### config.mk
export PLATFORM = sky130hd
export DESIGN_NAME = shake_tap_gesture_detector
export DESIGN_NICKNAME = d
export VERILOG_FILES = /design/src/stgd_pkg.sv /design/src/shake_tap_gesture_detector.sv
export SDC_FILE = /design/constraint.sdc
export NUM_CORES = 1
export LEC_CHECK = 0
export BUFFER_PORTS_ARGS = -buffer_cell sky130_fd_sc_hd__buf_4
export CAP_MARGIN = 0
export CORE_MARGIN = 2
export CORE_UTILIZATION = 56
export CTS_BUF_LIST = sky130_fd_sc_hd__clkbuf_8
export CTS_CLUSTER_DIAMETER = 200
export DETAILED_ROUTE_END_ITERATION = 6
export PLACE_DENSITY = 0.82
export SLEW_MARGIN = 10
export SYNTH_ARGS = -nofsm -noshare
export SYNTH_HDL_FRONTEND = slang
export SYNTH_SLANG_ARGS = --single-unit
### constraint.sdc
create_clock -name i_clk -period 15.6 [get_ports i_clk]
set_clock_uncertainty 0.1 [all_clocks]
set_input_delay 1.56 -clock i_clk [delete_from_list [all_inputs] [get_ports i_clk]]
set_output_delay 1.56 -clock i_clk [all_outputs]
set_load 0.05 [all_outputs]
### src/stgd_pkg.sv
// Types and constants shared by the shake / tap gesture detector.
package stgd_pkg;

    // Sample and timestamp widths
    localparam int SAMPLE_BITS = 16;
    localparam int TIME_W      = 48;
    localparam int END_W       = TIME_W + 1;

    // Configuration register widths
    localparam int THR_W  = 18;
    localparam int WIN_W  = 24;
    localparam int HITS_W = 8;
    localparam int COOL_W = 24;

    // Summed axis change: three absolute differences of SAMPLE_BITS each
    localparam int SUM_W   = SAMPLE_BITS + 2;
    localparam int DELTA_W = (SUM_W > THR_W) ? SUM_W : THR_W;

    // Configuration port
    localparam int CFG_IDX_W  = 8;
    localparam int CFG_DATA_W = 32;

    localparam logic [CFG_IDX_W-1:0] CFG_DELTA_THRESHOLD    = CFG_IDX_W'(0);
    localparam logic [CFG_IDX_W-1:0] CFG_WINDOW_LENGTH_US   = CFG_IDX_W'(1);
    localparam logic [CFG_IDX_W-1:0] CFG_SHAKE_MIN_HITS     = CFG_IDX_W'(2);
    localparam logic [CFG_IDX_W-1:0] CFG_COOLDOWN_LENGTH_US = CFG_IDX_W'(3);

    // Register reset values
    localparam logic [THR_W-1:0]  RST_DELTA_THRESHOLD    = THR_W'(6500);
    localparam logic [WIN_W-1:0]  RST_WINDOW_LENGTH_US   = WIN_W'(420000);
    localparam logic [HITS_W-1:0] RST_SHAKE_MIN_HITS     = HITS_W'(5);
    localparam logic [COOL_W-1:0] RST_COOLDOWN_LENGTH_US = COOL_W'(700000);

    localparam logic [HITS_W-1:0] HITS_MAX = {HITS_W{1'b1}};

    // Input transaction: one timestamped sample
    typedef struct packed {
        logic signed [SAMPLE_BITS-1:0] accel_x;
        logic signed [SAMPLE_BITS-1:0] accel_y;
        logic signed [SAMPLE_BITS-1:0] accel_z;
        logic [TIME_W-1:0]             sample_time_us;
    } t_sample;

    // Output transaction: one detected gesture
    typedef struct packed {
        logic              gesture_is_shake;
        logic [HITS_W-1:0] window_hits;
    } t_gesture;

endpackage

### src/shake_tap_gesture_detector.sv
// Shake / tap gesture detector: top level with sample, window and cooldown logic.
//
//  channel  direction  signals                                   moves
//  in       sink       i_in_valid  o_in_ready  i_in_data         one t_sample
//  out      source     o_out_valid i_out_ready o_out_data        one t_gesture
//  cfg      sink       i_cfg_valid o_cfg_ready i_cfg_index/data  one register write
//
// A sample is taken into the input register, then evaluated combinationally against the
// stored sample, window and cooldown state; a gesture lands in the output register.
// Throughput is one sample per cycle while a held result is not stalled by i_out_ready.
// While a result is held, a waiting sample stalls and o_in_ready follows i_out_ready.
// Synchronous active-low reset clears control state and restores register defaults.
// Configuration writes are always accepted; the user must change registers only while idle (not enforced).
module shake_tap_gesture_detector (
    input  logic                                i_clk,
    input  logic                                i_rst_n,
    input  logic                                i_in_valid,
    output logic                                o_in_ready,
    input  stgd_pkg::t_sample                   i_in_data,
    output logic                                o_out_valid,
    input  logic                                i_out_ready,
    output stgd_pkg::t_gesture                  o_out_data,
    input  logic                                i_cfg_valid,
    output logic                                o_cfg_ready,
    input  logic [stgd_pkg::CFG_IDX_W-1:0]      i_cfg_index,
    input  logic [stgd_pkg::CFG_DATA_W-1:0]     i_cfg_data
);

    localparam int S = stgd_pkg::SAMPLE_BITS;

    // Configuration registers
    logic [stgd_pkg::THR_W-1:0]  r_delta_threshold;
    logic [stgd_pkg::WIN_W-1:0]  r_window_length_us;
    logic [stgd_pkg::HITS_W-1:0] r_shake_min_hits;
    logic [stgd_pkg::COOL_W-1:0] r_cooldown_length_us;

    // Pipeline registers
    logic               r_in_valid;
    stgd_pkg::t_sample  r_in;
    logic               r_out_valid;
    stgd_pkg::t_gesture r_out;

    // Detector state
    logic signed [S-1:0]          r_prev_x, r_prev_y, r_prev_z;
    logic                         r_have_prev;
    logic                         r_window_open;
    logic [stgd_pkg::HITS_W-1:0]  r_hit_count;
    logic [stgd_pkg::TIME_W-1:0]  r_window_start;
    logic [stgd_pkg::END_W-1:0]   r_cooldown_end;

    // Next-state values
    logic                         n_window_open;
    logic [stgd_pkg::HITS_W-1:0]  n_hit_count;
    logic [stgd_pkg::TIME_W-1:0]  n_window_start;
    logic [stgd_pkg::END_W-1:0]   n_cooldown_end;

    logic                         w_adv;
    logic                         w_emit;
    logic                         w_in_cool;
    logic                         w_hit;
    logic [S:0]                   w_dx, w_dy, w_dz;
    logic [S-1:0]                 w_ax, w_ay, w_az;
    logic [stgd_pkg::DELTA_W-1:0] w_delta;
    logic [stgd_pkg::TIME_W-1:0]  w_now;
    logic [stgd_pkg::TIME_W-1:0]  w_elapsed;

    // Advance the input register whenever the output register can take a result
    assign w_adv       = r_in_valid && (!r_out_valid || i_out_ready);
    assign o_in_ready  = !r_in_valid || w_adv;
    assign o_cfg_ready = 1'b1;
    assign o_out_valid = r_out_valid;
    assign o_out_data  = r_out;

    // Motion delta: sum of absolute axis differences from the stored sample
    always_comb begin
        w_dx = {r_in.accel_x[S-1], r_in.accel_x} - {r_prev_x[S-1], r_prev_x};
        w_dy = {r_in.accel_y[S-1], r_in.accel_y} - {r_prev_y[S-1], r_prev_y};
        w_dz = {r_in.accel_z[S-1], r_in.accel_z} - {r_prev_z[S-1], r_prev_z};
        w_ax = w_dx[S] ? S'(-w_dx) : w_dx[S-1:0];
        w_ay = w_dy[S] ? S'(-w_dy) : w_dy[S-1:0];
        w_az = w_dz[S] ? S'(-w_dz) : w_dz[S-1:0];
        w_delta = stgd_pkg::DELTA_W'(w_ax) + stgd_pkg::DELTA_W'(w_ay)
                + stgd_pkg::DELTA_W'(w_az);
    end

    // Window, hit count and cooldown update for the sample in the input register
    always_comb begin
        w_now          = r_in.sample_time_us;
        w_in_cool      = {1'b0, w_now} < r_cooldown_end;
        w_hit          = w_delta >= stgd_pkg::DELTA_W'(r_delta_threshold);
        n_window_open  = r_window_open;
        n_hit_count    = r_hit_count;
        n_window_start = r_window_start;
        n_cooldown_end = r_cooldown_end;
        w_emit         = 1'b0;
        w_elapsed      = '0;
        if (r_have_prev && !w_in_cool) begin
            if (w_hit) begin
                if (!r_window_open) begin
                    n_window_open  = 1'b1;
                    n_window_start = w_now;
                    n_hit_count    = '0;
                end
                if (n_hit_count != stgd_pkg::HITS_MAX) begin
                    n_hit_count = n_hit_count + 1'b1;
                end
            end
            w_elapsed = w_now - n_window_start;
            if (n_window_open && (w_now >= n_window_start) &&
                (w_elapsed >= stgd_pkg::TIME_W'(r_window_length_us))) begin
                w_emit         = 1'b1;
                n_window_open  = 1'b0;
                n_cooldown_end = {1'b0, w_now} + stgd_pkg::END_W'(r_cooldown_length_us);
            end
        end
    end

    // Configuration register writes
    always_ff @(posedge i_clk) begin
        if (!i_rst_n) begin
            r_delta_threshold    <= stgd_pkg::RST_DELTA_THRESHOLD;
            r_window_length_us   <= stgd_pkg::RST_WINDOW_LENGTH_US;
            r_shake_min_hits     <= stgd_pkg::RST_SHAKE_MIN_HITS;
            r_cooldown_length_us <= stgd_pkg::RST_COOLDOWN_LENGTH_US;
        end else if (i_cfg_valid) begin
            case (i_cfg_index)
                stgd_pkg::CFG_DELTA_THRESHOLD: begin
                    r_delta_threshold <= i_cfg_data[stgd_pkg::THR_W-1:0];
                end
                stgd_pkg::CFG_WINDOW_LENGTH_US: begin
                    r_window_length_us <= i_cfg_data[stgd_pkg::WIN_W-1:0];
                end
                stgd_pkg::CFG_SHAKE_MIN_HITS: begin
                    r_shake_min_hits <= i_cfg_data[stgd_pkg::HITS_W-1:0];
                end
                stgd_pkg::CFG_COOLDOWN_LENGTH_US: begin
                    r_cooldown_length_us <= i_cfg_data[stgd_pkg::COOL_W-1:0];
                end
                default: begin
                end
            endcase
        end
    end

    // Input register: capture a transaction when it is accepted
    always_ff @(posedge i_clk) begin
        if (!i_rst_n) begin
            r_in_valid <= 1'b0;
        end else if (o_in_ready) begin
            r_in_valid <= i_in_valid;
        end
    end

    always_ff @(posedge i_clk) begin
        if (o_in_ready && i_in_valid) begin
            r_in <= i_in_data;
        end
    end

    // Output register: load a gesture or drop a taken one
    always_ff @(posedge i_clk) begin
        if (!i_rst_n) begin
            r_out_valid <= 1'b0;
        end else if (w_adv) begin
            r_out_valid <= w_emit;
        end else if (i_out_ready) begin
            r_out_valid <= 1'b0;
        end
    end

    always_ff @(posedge i_clk) begin
        if (w_adv && w_emit) begin
            r_out.gesture_is_shake <= n_hit_count >= r_shake_min_hits;
            r_out.window_hits      <= n_hit_count;
        end
    end

    // Detector state: store the sample and advance window and cooldown
    always_ff @(posedge i_clk) begin
        if (!i_rst_n) begin
            r_prev_x       <= '0;
            r_prev_y       <= '0;
            r_prev_z       <= '0;
            r_have_prev    <= 1'b0;
            r_window_open  <= 1'b0;
            r_hit_count    <= '0;
            r_window_start <= '0;
            r_cooldown_end <= '0;
        end else if (w_adv) begin
            r_prev_x       <= r_in.accel_x;
            r_prev_y       <= r_in.accel_y;
            r_prev_z       <= r_in.accel_z;
            r_have_prev    <= 1'b1;
            r_window_open  <= n_window_open;
            r_hit_count    <= n_hit_count;
            r_window_start <= n_window_start;
            r_cooldown_end <= n_cooldown_end;
        end
    end

    // A window only ever opens on a hit, so every gesture carries at least one
    a_hits_nonzero: assert property (@(posedge i_clk) disable iff (!i_rst_n)
        o_out_valid |-> (o_out_data.window_hits != '0))
        else $error("gesture reported with zero hits");

    a_open_has_hit: assert property (@(posedge i_clk) disable iff (!i_rst_n)
        r_window_open |-> (r_hit_count != '0))
        else $error("open window without a hit");

    a_no_window_before_first: assert property (@(posedge i_clk) disable iff (!i_rst_n)
        !r_have_prev |-> !r_window_open)
        else $error("window open before the first sample");

    a_close_on_emit: assert property (@(posedge i_clk) disable iff (!i_rst_n)
        (w_adv && w_emit) |=> (!r_window_open && o_out_valid))
        else $error("gesture did not close the window");

    a_cooldown_set: assert property (@(posedge i_clk) disable iff (!i_rst_n)
        (w_adv && w_emit) |=> (r_cooldown_end >= {1'b0, $past(r_in.sample_time_us)}))
        else $error("cooldown end below gesture time");

endmodule

# After elaboration in Yosys (flattened, before gate mapping)
# Index checks and enable logic that the tools add are counted.
[op_classes]
n_lt_le_gt_ge = 5
mux = 19
n_reduce_logical = 19
n_addsub = 11
eq_ne = 4
[op_table]
columns = ["op", "n"]
rows = [
  ["two-way mux 48 bit", 3],
  ["subtractor 16 x 16 -> 17 bit", 3],
  ["adder 48 x 24 -> 49 bit", 1],
  ["< comparator 48 x 49 -> 1 bit", 1],
  ["greater-or-equal comparator 48 x 24 -> 1 bit", 1],
  ["greater-or-equal comparator 48 bit", 1],
  ["two-way mux 16 bit", 3],
  ["two-way mux 8 bit", 6],
  ["negation 16 bit", 3],
  ["subtractor 48 bit", 1],
  ["adder 17 x 16 -> 18 bit", 1],
  ["greater-or-equal comparator 18 bit", 1],
  ["adder 16 x 16 -> 17 bit", 1],
  ["== test 8 x 2 -> 1 bit, second input constant", 2],
  ["AND reduction 2 bit", 5],
  ["adder 8 x 1 -> 8 bit, second input constant", 1],
  ["== test 8 x 1 -> 1 bit, second input constant", 1],
  ["greater-or-equal comparator 8 bit", 1],
  ["logical NOT 8 bit", 1],
  ["inequality test 8 bit, second input constant", 1],
  ["two-way mux 1 bit", 7],
  ["logical AND 1 bit", 6],
  ["logical NOT 1 bit", 3],
  ["AND reduction 3 bit", 1],
  ["2 further kinds", 3],
]
[totals]
out_inout_bits = 12
reg_bits = 336
in_bits = 141

# Logic depth before layout (Yosys ltp)
[logic_depth]
ltp_word = 14
depth_mapped = 64
mapped_depth_nobuf = 59

# Least setup slack after synthesis
# No wires, ideal clock.
[synth_path]
path_kind = "reg-to-reg"
from = "register r_in[80] in the netlist's numbering"
to = "register r_out, in the netlist o_out_data[0], enable pin"
t_required_ns = 15.222
arrival_ns = 12.293
slack_ns = 2.929
stages_incl_launch_ff = 62
cell_sequence = "edfxtp_1 > inv_1 > ha_1 > fa_1 > nand2b_1 > a21oi_1 > o21a_1 > o31a_1 > o2111ai_1 > a211oi_1 > o21a_1 > o21ai_0 > a31oi_1 > nor2_1 > xor2_1 > fa_1 > inv_1 > ha_1 > (+26 left out) > a21oi_1 > o21ai_0 > a31oi_1 > nor3_1 > nor2_1 > xnor2_1 > ha_1 > nand3_1 > nand2_1 > a222oi_1 > nand4_1 > or4_1 > nor4_1 > and4_1 > nand4_4 > o31ai_4 > buf_6 > inv_1"
[synth_between]
elab_chain_len = 14
elab_cells_between_ends = 18
classes_between = "5 x add/sub; 3 x order compare; 7 x mux; 3 x reduce/logical"
[synth_lines]
columns = ["item", "line_no", "rtl"]
rows = [
  ["start, declared", "shake_tap_gesture_detector.sv:39", "stgd_pkg::t_sample r_in;"],
  ["start signal, assigned", "shake_tap_gesture_detector.sv:156", "r_in <= i_in_data;"],
  ["subtractor 16 x 16 -> 17 bit *", "shake_tap_gesture_detector.sv:76", "w_dx = {r_in.accel_x[S-1], r_in.accel_x} - {r_prev_x[S-1], r_prev_x};"],
  ["negation 16 bit", "shake_tap_gesture_detector.sv:79", "w_ax = w_dx[S] ? S'(-w_dx) : w_dx[S-1:0];"],
  ["two-way mux 16 bit *", "shake_tap_gesture_detector.sv:79", ""],
  ["adder 16 x 16 -> 17 bit *", "shake_tap_gesture_detector.sv:82", "w_delta = stgd_pkg::DELTA_W'(w_ax) + stgd_pkg::DELTA_W'(w_ay)"],
  ["adder 17 x 16 -> 18 bit *", "shake_tap_gesture_detector.sv:83", "+ stgd_pkg::DELTA_W'(w_az);"],
  ["greater-or-equal comparator 18 bit *", "shake_tap_gesture_detector.sv:90", "w_hit = w_delta >= stgd_pkg::DELTA_W'(r_delta_threshold);"],
  ["two-way mux 48 bit", "shake_tap_gesture_detector.sv:98", "if (w_hit) begin"],
  ["two-way mux 48 bit", "shake_tap_gesture_detector.sv:97", "if (r_have_prev && !w_in_cool) begin"],
  ["subtractor 48 bit / greater-or-equal comparator 48 bit (equally long branches)", "shake_tap_gesture_detector.sv:108, shake_tap_gesture_detector.sv:109", ""],
  ["greater-or-equal comparator 48 x 24 -> 1 bit / logical AND 1 bit (equally long branches)", "shake_tap_gesture_detector.sv:110, shake_tap_gesture_detector.sv:109", ""],
  ["logical AND 1 bit *", "shake_tap_gesture_detector.sv:109", "if (n_window_open && (w_now >= n_window_start) &&"],
  ["two-way mux 1 bit *", "shake_tap_gesture_detector.sv:109", ""],
  ["two-way mux 1 bit *", "shake_tap_gesture_detector.sv:97", ""],
  ["logical AND 1 bit *", "shake_tap_gesture_detector.sv:172", "if (w_adv && w_emit) begin"],
  ["end, declared", "shake_tap_gesture_detector.sv:41", "stgd_pkg::t_gesture r_out;"],
]
# Mark *: on every way between the ends. The rest lies on a longest branch, timed or not. The select of a mux whose other input is x is not followed.
# A chain may end at the register's enable or synchronous reset.

# Worst setup path in the final report
[layout_path]
from = "register r_in[80] in the netlist's numbering"
to = "register r_cooldown_end[32] in the netlist's numbering"
[layout_between]
elab_chain_len = 12
elab_cells_between_ends = 16
classes_between = "5 x add/sub; 3 x order compare; 5 x mux; 3 x reduce/logical"
[layout_lines]
columns = ["item", "line_no", "rtl"]
rows = [
  ["subtractor 16 x 16 -> 17 bit *", "shake_tap_gesture_detector.sv:76", ""],
  ["negation 16 bit", "shake_tap_gesture_detector.sv:79", ""],
  ["two-way mux 16 bit *", "shake_tap_gesture_detector.sv:79", ""],
  ["adder 16 x 16 -> 17 bit *", "shake_tap_gesture_detector.sv:82", ""],
  ["adder 17 x 16 -> 18 bit *", "shake_tap_gesture_detector.sv:83", ""],
  ["greater-or-equal comparator 18 bit *", "shake_tap_gesture_detector.sv:90", ""],
  ["two-way mux 48 bit", "shake_tap_gesture_detector.sv:98", ""],
  ["two-way mux 48 bit", "shake_tap_gesture_detector.sv:97", ""],
  ["subtractor 48 bit / greater-or-equal comparator 48 bit (equally long branches)", "shake_tap_gesture_detector.sv:108, shake_tap_gesture_detector.sv:109", ""],
  ["greater-or-equal comparator 48 x 24 -> 1 bit / logical AND 1 bit (equally long branches)", "shake_tap_gesture_detector.sv:110, shake_tap_gesture_detector.sv:109", ""],
  ["logical AND 1 bit *", "shake_tap_gesture_detector.sv:109", ""],
  ["AND reduction 3 bit (no source line) *", "--", ""],
  ["end signal, assigned", "shake_tap_gesture_detector.sv:197", "r_cooldown_end <= n_cooldown_end;"],
  ["end, declared", "shake_tap_gesture_detector.sv:49", "logic [stgd_pkg::END_W-1:0] r_cooldown_end;"],
]
# Marked as above.

==> results.toml <==
[synthesis]
yosys.area_share.simple = 0.175
yosysSeqAreaShare = 0.329
yosysMostFrequentCell = "nand2_1"
synth_nets = 3179
synth_fa_ha_area_frac = 0.143
ys_ff_latch = 336
synth_compound_area_frac = 0.206
netlist_area_sq_mm = 0.0237
synth_edf_count = 105
synthFlopType = "dfxtp_1"
yosysWarnings = 0
synthCells = 2780
async_flop_share = 0
syn_avg_cell_area_sq_um = 8.51
yosys-top-cells-area = "dfxtp_1 20%, edfxtp_1 13%, ha_1 12%, nand2_1 5.5%, a21oi_1 4.7%"
synthMuxAreaShare = 0.0290
synth_top_family_by_area = "compound AO/OA/AOI/OAI gates"
synthTopCellsByCount = "345 x nand2_1, 236 x ha_1, 232 x inv_1"
synth_xor_xnor_area_share = 0.0585
yosys.area.top_type = "dfxtp_1"
netlist.area_leader.share = 0.195
ys_types = 90

[routing]
wirelength_mm = 67.2
first_pass_iters = 5
antenna_left = 0
wl_met2_mm = 31.7
drc = 0
drtIter0Drc = 1609
vias = 21256
wl_met1_mm = 28.6
viasPerCell = 6.10
avgRoutedWirePerCell_um = 19.3
dr_wl_met3_mm = 4.30
dr.max_layer_used = "met4"

[floorplanning]
core_area_sq_mm = 0.0419
die-height_um = 210
io_pins = 153
start_util = 0.565
core.rowCount = 75
die_area_sq_mm = 0.0439
die_w_um = 210

[flow_run]
drv_cap = 0

[setup_path]
rrSetupSlack_ns = 1.29
cpMaxStageDelayCell = "fa_1"
reg2reg_to = "r_cooldown_end[32]"
crit_top_cell = "a21oi_1"
crit_required_ns = 16.01
cp_data_arrival_time_ns = 14.72
ff2ff_path_depth = 60
crit_type = "reg -> reg"
cpPeakStageDelay_ns = 0.63
crit_fanout = 19
end_kind = "flop"
cp-start-kind = "flop"
r2r_start = "r_in[80]"

[sta]
maxSlewHeadroom = 0.216
rsz0062_at_grt = "false"
fin_crit_sh = 0.917
drv_slew = 0
period_needed_ns = 14.31
hold_viol_final = 0
setup_viol = 0
fin_setup_tns_ns = 0
max_freq_ghz = 0.0699
tightest_slew_ns = 1.17

[grt]
grt_max_degree = 105
gr-total-overflow = 0
grt_antenna_before_repair = 2
grt_pass1_vias = 20450
grt.total_usage = 0.303
grt_pass1_wl_mm = 107

[clock_tree]
cts_tree = "built"
root_buffer = "clkbuf_8"
cts_buffer_depth = 3
post_cts_resized = 0
insertion_delay_ns = 0.68
path_clk_slew_ns = 0.06
numCtsBuffers = 57
cts_htree_levels = 2
cts_sinks = 336

[worst_hold_path]
hold_class = "reg -> reg"
hold_path_depth = 2
holdPathEnd = "r_window_length_us[1]"
min_from = "r_window_length_us[1]"

[place]
dpl.hpwl_mm = 50.1
port_buffers = 143
routabilityCongestion = 0.936

[cells_and_area]
nets = 3292
area_delta_synth_final_pct = 11.5
drive_above_1_share = 0.106

[outcome]
status = "completed"
-- per-stage QoR --
step                      instance area, sq um  std cells  worst slack, ns  hold WS (ns)  utilization
after global placement                   25100       3365             1.30         0.342        0.600
after detailed placement                 25100       3365             1.02         0.347        0.600
final                                    26400       3482             1.29         0.355        0.630
after CTS                                26300       3472            0.940         0.356        0.628
after global routing                     26400       3482            0.192         0.370        0.630
after floorplan                          23700       2780             2.93         0.336            -
-- worst max-delay path, delay by kind of cell, from the launching register on --
kind / cells / cell delay, ns
multiplexers: 1 / 0.25
XOR/XNOR: 3 / 0.45
buffers and inverters: 6 / 0.78
adder cells (fa/ha/maj): 7 / 2.48
AND/OR/NAND/NOR: 15 / 3.12
AO/OA/AOI/OAI: 28 / 6.60
flip-flops: 1 / 0.35
-- worst max-delay path by stage --
stage	start	endpoint	slack [ns]	depth (start not counted)
global route	r_in[80]	r_cooldown_end[28]	0.19	60
finish	r_in[80]	r_cooldown_end[32]	1.29	60
CTS	r_in[80]	o_out_data[0]	0.94	57
detailed placement	r_in[80]	o_out_data[1]	1.02	57
global placement	r_in[80]	o_out_data[0]	1.30	57
floorplan	r_in[80]	o_out_data[0]	2.93	61
-- metal layers --
| layer | vias up | track usage |
|---|---|---|
| met1 | 10120 | 0.395 |
| met3 | 169 | 0.0444 |
| met2 | 745 | 0.508 |
| li1 | 10222 | - |
| met5 | - | 0 |
| met4 | 0 | 0.120 |
-- registers in the layout, summed over array words and instances, names as in the netlist, 9 cells and up --
register              cells
r_prev_z                 16
r_delta_threshold        18
o_out_data                9
r_window_start           48
r_cooldown_length_us     24
r_window_length_us       24
r_prev_y                 16
r_cooldown_end           49
r_prev_x                 16
w_now                    48
r_in                     48
-- cells in the final DEF (no fill, tap or decap), types with 12 or more instances in the layout --
master     synthesis  layout
a211oi_1          81      81
a21boi_0          15      15
a21o_1            51      51
a21oi_1          221     221
a2bb2oi_1         16      16
a311oi_1          13      13
a31oi_1           14      13
a32o_1            18      18
and2_1            18      16
and3_1            25      25
buf_4              5     173
clkbuf_8           0      73
clkinv_2           0      13
dfxtp_1          231     231
edfxtp_1         105     105
fa_1              22      22
ha_1             236     236
inv_1            232     246
mux2i_1           63      63
nand2_1          345     345
nand2b_1          25      24
nand3_1           69      69
nand4_1           42      42
nor2_1           178     178
nor2b_1           26      24
nor3_1            70      70
nor4_1            18      18
o211ai_1          26      26
o21a_1            36      36
o21ai_0          104     104
o21bai_1          17      17
or3_1             12      12
xnor2_1           94      94
xor2_1            64      64
-- cells by family (layout without fill, tap and decap cells) --
logic type / count (synthesis) / after routing
compound gates: 729 / 729
xor+xnor: 158 / 158
fa+ha+maj: 258 / 258
buf+inv: 353 / 514
flops: 336 / 336
mux: 68 / 68
other cells: 1 / 3
simple gates: 877 / 877
-- repair_timing --
item	4_1_cts	5_1_grt
hold buffers	0	0
setup endpoints to repair	0	42
buffers inserted	0	8
-- area by class of cell --
cell class / count / area [sq um]
Antenna cell: 2 / 5.00
Clock buffer: 73 / 1000
Clock inverter: 34 / 176
Fill cell: 3558 / 15500
Inverter: 233 / 880
Multi-Input combinational cell: 2091 / 14500
Sequential cell: 336 / 7780
Tap cell: 539 / 674
Timing Repair Buffer: 174 / 1320
Power is left out: the tool's default activity adds up to more than one toggle a clock period on the data nets, which glitch-free logic cannot reach.
